`config.mk`:
```
export PLATFORM = sky130hd
export DESIGN_NAME = calendar_time_counter_core_flat
export DESIGN_NICKNAME = d
export VERILOG_FILES = /design/src/hdl/rtcc_pkg.sv /design/src/hdl/rtcc_if.sv /design/src/hdl/rtcc_in_reg.sv /design/src/hdl/rtcc_step.sv /design/src/hdl/calendar_time_counter_core.sv /design/src/flat_wrapper.sv
export SDC_FILE = /design/constraint.sdc
export NUM_CORES = 1
export LEC_CHECK = 0
export BUFFER_PORTS_ARGS = -buffer_cell sky130_fd_sc_hd__buf_2
export CAP_MARGIN = 10
export CORE_MARGIN = 3
export CORE_UTILIZATION = 40
export DETAILED_ROUTE_END_ITERATION = 6
export HOLD_SLACK_MARGIN = 0.03
export SLEW_MARGIN = 20
export SYNTH_ARGS = -nofsm -noshare
export SYNTH_HDL_FRONTEND = slang
export SYNTH_SLANG_ARGS = --single-unit
```
`constraint.sdc`:
```
create_clock -name i_clk -period 3.4 [get_ports i_clk]
set_input_delay 0.68 -clock i_clk [delete_from_list [all_inputs] [get_ports i_clk]]
set_output_delay 0.68 -clock i_clk [all_outputs]
set_load 0.02 [all_outputs]
```
`src/hdl/rtcc_pkg.sv`:
```
`timescale 1ns / 1ps
// ----------------------------------------------------------------------------
// rtcc_pkg
// Shared types, codes and calendar constants for the time counter core.
// ----------------------------------------------------------------------------
package rtcc_pkg;

    typedef logic [1:0] t_kind;

    // Request kinds; the fourth code is idle and changes nothing
    localparam t_kind KIND_TICK   = 2'd0;
    localparam t_kind KIND_MINUTE = 2'd1;
    localparam t_kind KIND_LOAD   = 2'd2;
    localparam t_kind KIND_IDLE   = 2'd3;

    localparam logic [5:0] SEC_LAST   = 6'd59;
    localparam logic [5:0] MIN_LAST   = 6'd59;
    localparam logic [4:0] HOUR_LAST  = 5'd23;
    localparam logic [3:0] MONTH_LAST = 4'd12;
    localparam logic [3:0] MONTH_FEB  = 4'd2;
    localparam logic [3:0] MONTH_APR  = 4'd4;
    localparam logic [3:0] MONTH_JUN  = 4'd6;
    localparam logic [3:0] MONTH_SEP  = 4'd9;
    localparam logic [3:0] MONTH_NOV  = 4'd11;
    localparam logic [7:0] YEAR_C100  = 8'd100;
    localparam logic [7:0] YEAR_C200  = 8'd200;

    typedef struct packed {
        t_kind      kind;
        logic [4:0] load_hours;
        logic [5:0] load_minutes;
    } t_req;

    typedef struct packed {
        logic [5:0] sec;
        logic [5:0] min;
        logic [4:0] hour;
        logic [4:0] day;
        logic [3:0] month;
        logic [7:0] year;
        logic       leap;
    } t_time;

    typedef struct packed {
        logic [5:0] sec_now;
        logic [5:0] min_now;
        logic [4:0] hour_now;
        logic [4:0] day_now;
        logic [3:0] month_now;
        logic [7:0] year_now;
        logic       minute_changed;
    } t_result;

    // Last day of a month
    function automatic logic [4:0] month_last_day(input logic [3:0] month,
                                                  input logic       leap);
        logic [4:0] last;
        begin
            if (month == MONTH_FEB) begin
                last = leap ? 5'd29 : 5'd28;
            end else if (month == MONTH_APR || month == MONTH_JUN ||
                         month == MONTH_SEP || month == MONTH_NOV) begin
                last = 5'd30;
            end else begin
                last = 5'd31;
            end
            return last;
        end
    endfunction

    // Gregorian rule on an 8-bit year: only year 0 is a multiple of 400
    function automatic logic year_is_leap(input logic [7:0] year);
        begin
            return (year[1:0] == 2'b00) && (year != YEAR_C100) && (year != YEAR_C200);
        end
    endfunction

endpackage

```
`src/hdl/rtcc_if.sv`:
```
`timescale 1ns / 1ps
// ----------------------------------------------------------------------------
// rtcc_if
// Request and result channels of the time counter core.
// ----------------------------------------------------------------------------
interface rtcc_in_if;
    logic       valid;
    logic       ready;
    logic [1:0] kind;
    logic [4:0] load_hours;
    logic [5:0] load_minutes;

    modport source (output valid, kind, load_hours, load_minutes, input ready);
    modport sink   (input valid, kind, load_hours, load_minutes, output ready);
endinterface

interface rtcc_out_if;
    logic       valid;
    logic       ready;
    logic [5:0] sec_now;
    logic [5:0] min_now;
    logic [4:0] hour_now;
    logic [4:0] day_now;
    logic [3:0] month_now;
    logic [7:0] year_now;
    logic       minute_changed;

    modport source (output valid, sec_now, min_now, hour_now, day_now, month_now,
                    year_now, minute_changed, input ready);
    modport sink   (input valid, sec_now, min_now, hour_now, day_now, month_now,
                    year_now, minute_changed, output ready);
endinterface

```
`src/hdl/rtcc_in_reg.sv`:
```
`timescale 1ns / 1ps
// ----------------------------------------------------------------------------
// rtcc_in_reg
// Input register: capture a request and hold it until the step stage takes it.
// ----------------------------------------------------------------------------
module rtcc_in_reg
    import rtcc_pkg::*;
(
    input  logic          i_clk,
    input  logic          i_rst_n,
    rtcc_in_if.sink       i_req,
    input  logic          i_take,
    output logic          o_valid,
    output t_req          o_req
);

    logic r_valid;
    logic n_valid;
    t_req r_req;
    logic load_en;

    assign i_req.ready = !r_valid || i_take;
    assign load_en     = i_req.valid && i_req.ready;

    always_comb begin
        n_valid = r_valid;
        if (load_en) begin
            n_valid = 1'b1;
        end else if (i_take) begin
            n_valid = 1'b0;
        end
    end

    always_ff @(posedge i_clk) begin
        if (!i_rst_n) begin
            r_valid <= 1'b0;
        end else begin
            r_valid <= n_valid;
        end
    end

    always_ff @(posedge i_clk) begin
        if (load_en) begin
            r_req <= '{kind: i_req.kind, load_hours: i_req.load_hours,
                       load_minutes: i_req.load_minutes};
        end
    end

    assign o_valid = r_valid;
    assign o_req   = r_req;

endmodule

```
`src/hdl/rtcc_step.sv`:
```
`timescale 1ns / 1ps
// ----------------------------------------------------------------------------
// rtcc_step
// Next time and date from the current one and one request.
// ----------------------------------------------------------------------------
module rtcc_step
    import rtcc_pkg::*;
(
    input  t_time i_cur,
    input  t_req  i_req,
    output t_time o_nxt,
    output logic  o_minute_changed
);

    logic       min_step;
    logic       hour_step;
    logic       day_step;
    logic       month_step;
    logic       year_step;
    logic [7:0] year_inc;

    always_comb begin
        o_nxt    = i_cur;
        min_step = 1'b0;

        unique case (i_req.kind)
            KIND_TICK: begin
                if (i_cur.sec >= SEC_LAST) begin
                    o_nxt.sec = '0;
                    min_step  = 1'b1;
                end else begin
                    o_nxt.sec = i_cur.sec + 6'd1;
                end
            end
            KIND_MINUTE: begin
                min_step = 1'b1;
            end
            KIND_LOAD: begin
                o_nxt.hour = (i_req.load_hours > HOUR_LAST) ? HOUR_LAST
                                                             : i_req.load_hours;
                o_nxt.min  = (i_req.load_minutes > MIN_LAST) ? MIN_LAST
                                                              : i_req.load_minutes;
            end
            default: begin
                // idle code: hold everything
            end
        endcase

        // Carry chain through minutes, hours, day, month and year
        hour_step  = min_step && (i_cur.min >= MIN_LAST);
        day_step   = hour_step && (i_cur.hour >= HOUR_LAST);
        month_step = day_step &&
                     (i_cur.day >= month_last_day(i_cur.month, i_cur.leap));
        year_step  = month_step && (i_cur.month >= MONTH_LAST);
        year_inc   = i_cur.year + 8'd1;

        if (min_step) begin
            o_nxt.min = hour_step ? 6'd0 : i_cur.min + 6'd1;
        end
        if (hour_step) begin
            o_nxt.hour = day_step ? 5'd0 : i_cur.hour + 5'd1;
        end
        if (day_step) begin
            o_nxt.day = month_step ? 5'd1 : i_cur.day + 5'd1;
        end
        if (month_step) begin
            o_nxt.month = year_step ? 4'd1 : i_cur.month + 4'd1;
        end
        if (year_step) begin
            o_nxt.year = year_inc;
            o_nxt.leap = year_is_leap(year_inc);
        end
    end

    assign o_minute_changed = (o_nxt.min != i_cur.min);

endmodule

```
`src/hdl/calendar_time_counter_core.sv`:
```
`timescale 1ns / 1ps
// ----------------------------------------------------------------------------
// calendar_time_counter_core
// Real-time clock calendar: seconds, minutes, hours, day, month, 8-bit year.
// ----------------------------------------------------------------------------
// Usage:
//   i_req carries one request per handshake: a one-second tick, an advance
//   of one minute, or a load of hours and minutes (values above range
//   saturate to 23 h / 59 min). Every request yields exactly one result on
//   o_rsp: the full time and date after the request, plus a flag that is
//   set when the minutes changed.
//   Path: a request is captured in the input register, the step logic
//   works on it there and loads the result register when that register is
//   free or draining, so the answer reaches o_rsp through the input and the
//   result register. Throughput is one request per cycle while the receiver
//   takes results; the whole carry chain from seconds to year is combinational.
//   Reset (synchronous, active low) sets 00:00:00 on day 1, month 1, year 0
//   with the leap flag set, and empties both registers.
//   When the receiver stalls, the result holds on o_rsp; one more request
//   waits in the input register, after which i_req.ready drops.
// ----------------------------------------------------------------------------
module calendar_time_counter_core
    import rtcc_pkg::*;
(
    input  logic      i_clk,
    input  logic      i_rst_n,
    rtcc_in_if.sink   i_req,
    rtcc_out_if.source o_rsp
);

    logic    s1_valid;
    t_req    s1_req;
    logic    take;

    t_time   r_time;
    t_time   n_time;
    logic    minute_changed;

    logic    r_out_valid;
    logic    n_out_valid;
    t_result r_out;

    // Advance the held request whenever the result register is free or draining
    assign take = s1_valid && (!r_out_valid || o_rsp.ready);

    rtcc_in_reg u_in_reg (
        .i_clk   (i_clk),
        .i_rst_n (i_rst_n),
        .i_req   (i_req),
        .i_take  (take),
        .o_valid (s1_valid),
        .o_req   (s1_req)
    );

    rtcc_step u_step (
        .i_cur            (r_time),
        .i_req            (s1_req),
        .o_nxt            (n_time),
        .o_minute_changed (minute_changed)
    );

    // Calendar state: update only when a request is consumed
    always_ff @(posedge i_clk) begin
        if (!i_rst_n) begin
            r_time <= '{sec: 6'd0, min: 6'd0, hour: 5'd0, day: 5'd1,
                        month: 4'd1, year: 8'd0, leap: 1'b1};
        end else if (take) begin
            r_time <= n_time;
        end
    end

    always_comb begin
        n_out_valid = r_out_valid;
        if (take) begin
            n_out_valid = 1'b1;
        end else if (o_rsp.ready) begin
            n_out_valid = 1'b0;
        end
    end

    always_ff @(posedge i_clk) begin
        if (!i_rst_n) begin
            r_out_valid <= 1'b0;
        end else begin
            r_out_valid <= n_out_valid;
        end
    end

    // Result register: load the new time alongside the state update
    always_ff @(posedge i_clk) begin
        if (take) begin
            r_out <= '{sec_now: n_time.sec, min_now: n_time.min,
                       hour_now: n_time.hour, day_now: n_time.day,
                       month_now: n_time.month, year_now: n_time.year,
                       minute_changed: minute_changed};
        end
    end

    assign o_rsp.valid          = r_out_valid;
    assign o_rsp.sec_now        = r_out.sec_now;
    assign o_rsp.min_now        = r_out.min_now;
    assign o_rsp.hour_now       = r_out.hour_now;
    assign o_rsp.day_now        = r_out.day_now;
    assign o_rsp.month_now      = r_out.month_now;
    assign o_rsp.year_now       = r_out.year_now;
    assign o_rsp.minute_changed = r_out.minute_changed;

endmodule

```
`src/flat_wrapper.sv`:
```
// flat-port wrapper written by rule: the top's interface ports become plain ports
module calendar_time_counter_core_flat import rtcc_pkg::*;
  (i_clk, i_rst_n, i_req_valid, i_req_kind, i_req_load_hours, i_req_load_minutes, i_req_ready, o_rsp_valid, o_rsp_sec_now, o_rsp_min_now, o_rsp_hour_now, o_rsp_day_now, o_rsp_month_now, o_rsp_year_now, o_rsp_minute_changed, o_rsp_ready);
  rtcc_in_if i_req_i ();
  rtcc_out_if o_rsp_i ();
  input  logic i_clk;
  input  logic i_rst_n;
  input wire logic [$bits(i_req_i.valid)-1:0] i_req_valid;
  input wire logic [$bits(i_req_i.kind)-1:0] i_req_kind;
  input wire logic [$bits(i_req_i.load_hours)-1:0] i_req_load_hours;
  input wire logic [$bits(i_req_i.load_minutes)-1:0] i_req_load_minutes;
  output wire logic [$bits(i_req_i.ready)-1:0] i_req_ready;
  output wire logic [$bits(o_rsp_i.valid)-1:0] o_rsp_valid;
  output wire logic [$bits(o_rsp_i.sec_now)-1:0] o_rsp_sec_now;
  output wire logic [$bits(o_rsp_i.min_now)-1:0] o_rsp_min_now;
  output wire logic [$bits(o_rsp_i.hour_now)-1:0] o_rsp_hour_now;
  output wire logic [$bits(o_rsp_i.day_now)-1:0] o_rsp_day_now;
  output wire logic [$bits(o_rsp_i.month_now)-1:0] o_rsp_month_now;
  output wire logic [$bits(o_rsp_i.year_now)-1:0] o_rsp_year_now;
  output wire logic [$bits(o_rsp_i.minute_changed)-1:0] o_rsp_minute_changed;
  input wire logic [$bits(o_rsp_i.ready)-1:0] o_rsp_ready;
  assign i_req_i.valid = i_req_valid;
  assign i_req_i.kind = i_req_kind;
  assign i_req_i.load_hours = i_req_load_hours;
  assign i_req_i.load_minutes = i_req_load_minutes;
  assign i_req_ready = i_req_i.ready;
  assign o_rsp_valid = o_rsp_i.valid;
  assign o_rsp_sec_now = o_rsp_i.sec_now;
  assign o_rsp_min_now = o_rsp_i.min_now;
  assign o_rsp_hour_now = o_rsp_i.hour_now;
  assign o_rsp_day_now = o_rsp_i.day_now;
  assign o_rsp_month_now = o_rsp_i.month_now;
  assign o_rsp_year_now = o_rsp_i.year_now;
  assign o_rsp_minute_changed = o_rsp_i.minute_changed;
  assign o_rsp_i.ready = o_rsp_ready;
  calendar_time_counter_core u_core (.i_clk(i_clk), .i_rst_n(i_rst_n), .i_req(i_req_i), .o_rsp(o_rsp_i));
endmodule
```
==> results summary <==
The run finished with clean final reports. The maximum level of the CTS H-tree is 3. Summed over all layers, the routed wires come to 8.925 mm. The mean instance size in the synthesized netlist is 10.09 um^2.

The hold-fix buffer count after cts came out at 0. The clock tree buffer depth is 2. The clock input transition at the sequential cells of the worst setup and hold paths came out at 80 ps.

Row generation in the floorplan step produced 37 rows. For the pin with the worst max-slew slack, the measured transition is 880.6 ps. The first detailed-routing pass took 4 iterations. Global routing used 15.83% of the available tracks. The met3 routing resource usage after global routing is 3.288%.

The worst relative slew slack is 40.94%. The required arrival time at the worst endpoint is 3510 ps. Leaving out fill and tap cells, the most frequent cell in the layout is sky130_fd_sc_hd__buf_2.

The via count of the first global-routing pass is 3015. The final count of pins violating max slew is 0. The mean routed wirelength per cell came out at 14.66 um. The tree is rooted in a sky130_fd_sc_hd__clkbuf_8.

The worst hold path belongs to the class register to register. The layout-stage area growth over the synthesis result came out at 12.31%. The height of the chip came out at 109.6 um. The count of buffers added by post-CTS timing repair for setup came out at 0. The number of placed instances, taps included, is 593. The critical path class is register to register. After the first detailed-routing iteration, the DRC count stood at 143. The antenna diode count is 0. The count of unresolved DRC violations after routing is 0. Dividing the detail-routed via count by the number of cells gives 5.419. The portion of the post-synthesis area used by sequential elements is 50.86%. Global routing finished with a remaining overflow of 0. The top fanout value on the critical path came out at 9. Pin placement for this block handled 54 I/O pins. At the end of the flow, the number of nets in the layout was 496. Setup repair after global routing left no endpoint under its margin.

The time the worst path needs with I/O delays and setup came out at 3001 ps. The worst hold path begins at u_core.r_time[0]. The global-route met2 utilization came out at 23.45%.

The vias after detailed routing is 3300. In this run the most used layer during global routing was met2. The number of warnings reported in the yosys synthesis log came out at 0.

Yosys mapped the design onto 64 distinct sky130hd cell types. The detailed placer's ending HPWL is 6.191 mm. The proportion of layout cells with a drive suffix above 1 is 19.87%. The worst path arrival time came out at 3110 ps. In the layout the commonest cells are 53 x sky130_fd_sc_hd__buf_2, 48 x sky130_fd_sc_hd__edfxtp_1, 37 x sky130_fd_sc_hd__nand2_1, 37 x sky130_fd_sc_hd__dfxtp_1, 35 x sky130_fd_sc_hd__o21ai_0. The post-synth net total is 453.

The filler cell count in the final layout came out at 990. The most critical setup path has its startpoint at u_core.r_time[9]. For this run, asynchronously set or reset flops after synthesis account for 0%. The worst hold margin came out at 489.0 ps.

The post-route antenna net violation count came out at 0. The multi-input combinational cell area came out at 0.001936 mm^2. From left edge to right edge, the die measures 109.6 um.

The worst voltage drop across the vdd grid is 264.5 uV. The die outline area is 0.01200 mm^2. In the global route stage, met1 resource usage came out at 23.40%. Port buffering added 53 buffers. Derived from the worst setup path, the maximum achievable clock frequency is 333.2 MHz. The flip-flop and latch count after synthesis is 85.

The initial antenna violation count came out at 0. The element type at the critical path start is a register. Adding up every negative setup slack in the final design gives 0 ps. The analysis attributes to cell leakage a power of 1.753 nW. The total core area is 0.01037 mm^2. The effective utilization at floorplan came out at 41.37%.

The global placer's final weighted congestion came out at 0.8269. The synthesized design contains 48 enable-type register cells. TritonCTS built the clock tree. The cell count after synthesis is 425. The startpoint identified for the worst register-to-register timing path is u_core.r_time[9]. The prevailing post-synth register cell is sky130_fd_sc_hd__edfxtp_1. For this design the ratio of total power to cell area is 423.6 mW/mm^2. The number of buffers created by CTS came out at 9.

The final hold violation count came out at 0. The synthesized cell area came out at 0.004290 mm^2. The clock network latency to the later pin of the worst-skew pair came out at 350 ps. Leaving out filler cells and counting taps, the final layout contains 609. The worst-case clock skew is 10.00 ps. The final number of setup-violating endpoints is 0. The portion of the clock cycle consumed by the worst path in the final layout came out at 88.26%. The number of gates resized after CTS was 0. Entering global routing, the biggest net connects 28 pins. The CTS sink count came out at 85. In the final layout, flip-flops and latches occupy 0.002182 mm^2. The number of max-cap violations is 0. The global-route wire length before repair came out at 15.04 mm. The nature of the critical path endpoint is a register.
per-stage QoR:
stage                     utilization, %  cell area, um^2  setup WS, ps  power (mW)
final                              46.46             4818         399.2       2.041
after global routing               46.46             4818         88.23       2.137
after CTS                          46.46             4818         427.6       2.062
after detailed placement           44.70             4636         428.1       1.384
after global placement             44.70             4636         572.7       1.381
after floorplan                        -             4290         768.1       1.322
metal layers:
metal	vias to the layer above	routed length (um)
li1	1675	-
met1	1557	4474
met2	63	3975
met3	5	390
met4	0	85
met5	-	0
Yosys cell counts, drive strengths merged, types with 7 or more instances:
master	count	area, um^2
edfxtp	48	1441
dfxtp	37	740.7
nand2	37	138.9
o21ai	37	196.4
a21oi	26	130.1
nor2	25	93.84
nand3	21	105.1
nor3	17	95.09
clkbuf	15	58.81
inv	14	52.55
o31ai	12	90.09
ha	11	137.6
xnor2	11	96.34
buf	10	61.31
and3	7	45.05
xor2	7	61.31
critical path: stages (launching register included):
cell and delay [ps]:
sky130_fd_sc_hd__dfxtp_1 430, sky130_fd_sc_hd__inv_1 130, sky130_fd_sc_hd__ha_1 230, sky130_fd_sc_hd__o21ai_0 150, sky130_fd_sc_hd__o21ai_0 110, sky130_fd_sc_hd__o21ai_0 200, sky130_fd_sc_hd__ha_1 140, sky130_fd_sc_hd__nand2b_1 110
sky130_fd_sc_hd__a21oi_1 140, sky130_fd_sc_hd__or4_1 740, sky130_fd_sc_hd__nor3_1 280, sky130_fd_sc_hd__xnor2_1 90
layout make-up:
cell class                      instances  area share (%)
Clock inverter                          6           1.143
Sequential cell                        85           45.29
Timing Repair Buffer                   57           6.128
Clock buffer                           10           2.649
Multi-Input combinational cell        301           40.17
Inverter                               14           1.091
Tap cell                              136           3.532
kinds of logic after synthesis:
family / after synthesis / share of synthesized area (%)
AND/OR/NAND/NOR: 145 / 17.53
XOR/XNOR: 18 / 3.675
AO/OA/AOI/OAI: 122 / 19.51
multiplexers: 5 / 1.196
buffers and inverters: 39 / 4.025
flip-flops: 85 / 50.86
adder cells (fa/ha/maj): 11 / 3.208
path summary, 6_finish.rpt:
check | cells past startpoint | slack (ps) | endpoint
max reg2reg | 11 | 400 | u_core.o_rsp.year_now[4]
max | 11 | 400 | u_core.o_rsp.year_now[4]
min | 2 | 490 | u_core.r_time[0]
min reg2reg | 2 | 490 | u_core.r_time[0]
registers in the layout, summed over array words and instances (netlist names):
signal and cells:
u_core.o_rsp.minute_changed 1, u_core.o_rsp.sec_now 6, u_core.o_rsp.valid 1, u_core.u_in_reg.o_req 13
u_core.o_rsp.day_now 5, u_core.r_time 35, u_core.o_rsp.year_now 8, u_core.o_rsp.month_now 4
u_core.o_rsp.hour_now 5, u_core.o_rsp.min_now 6, u_core.u_in_reg.o_valid 1
where the power goes:
part / internal (mW) / switching [mW] / leakage [nW]
Sequential: 1.13 / 0.0359 / 0.747
Clock: 0.334 / 0.348 / 0.0996
Combinational: 0.0695 / 0.120 / 0.906
Total: 1.54 / 0.504 / 1.75
Note: power is estimated with default switching activity, not from simulation.
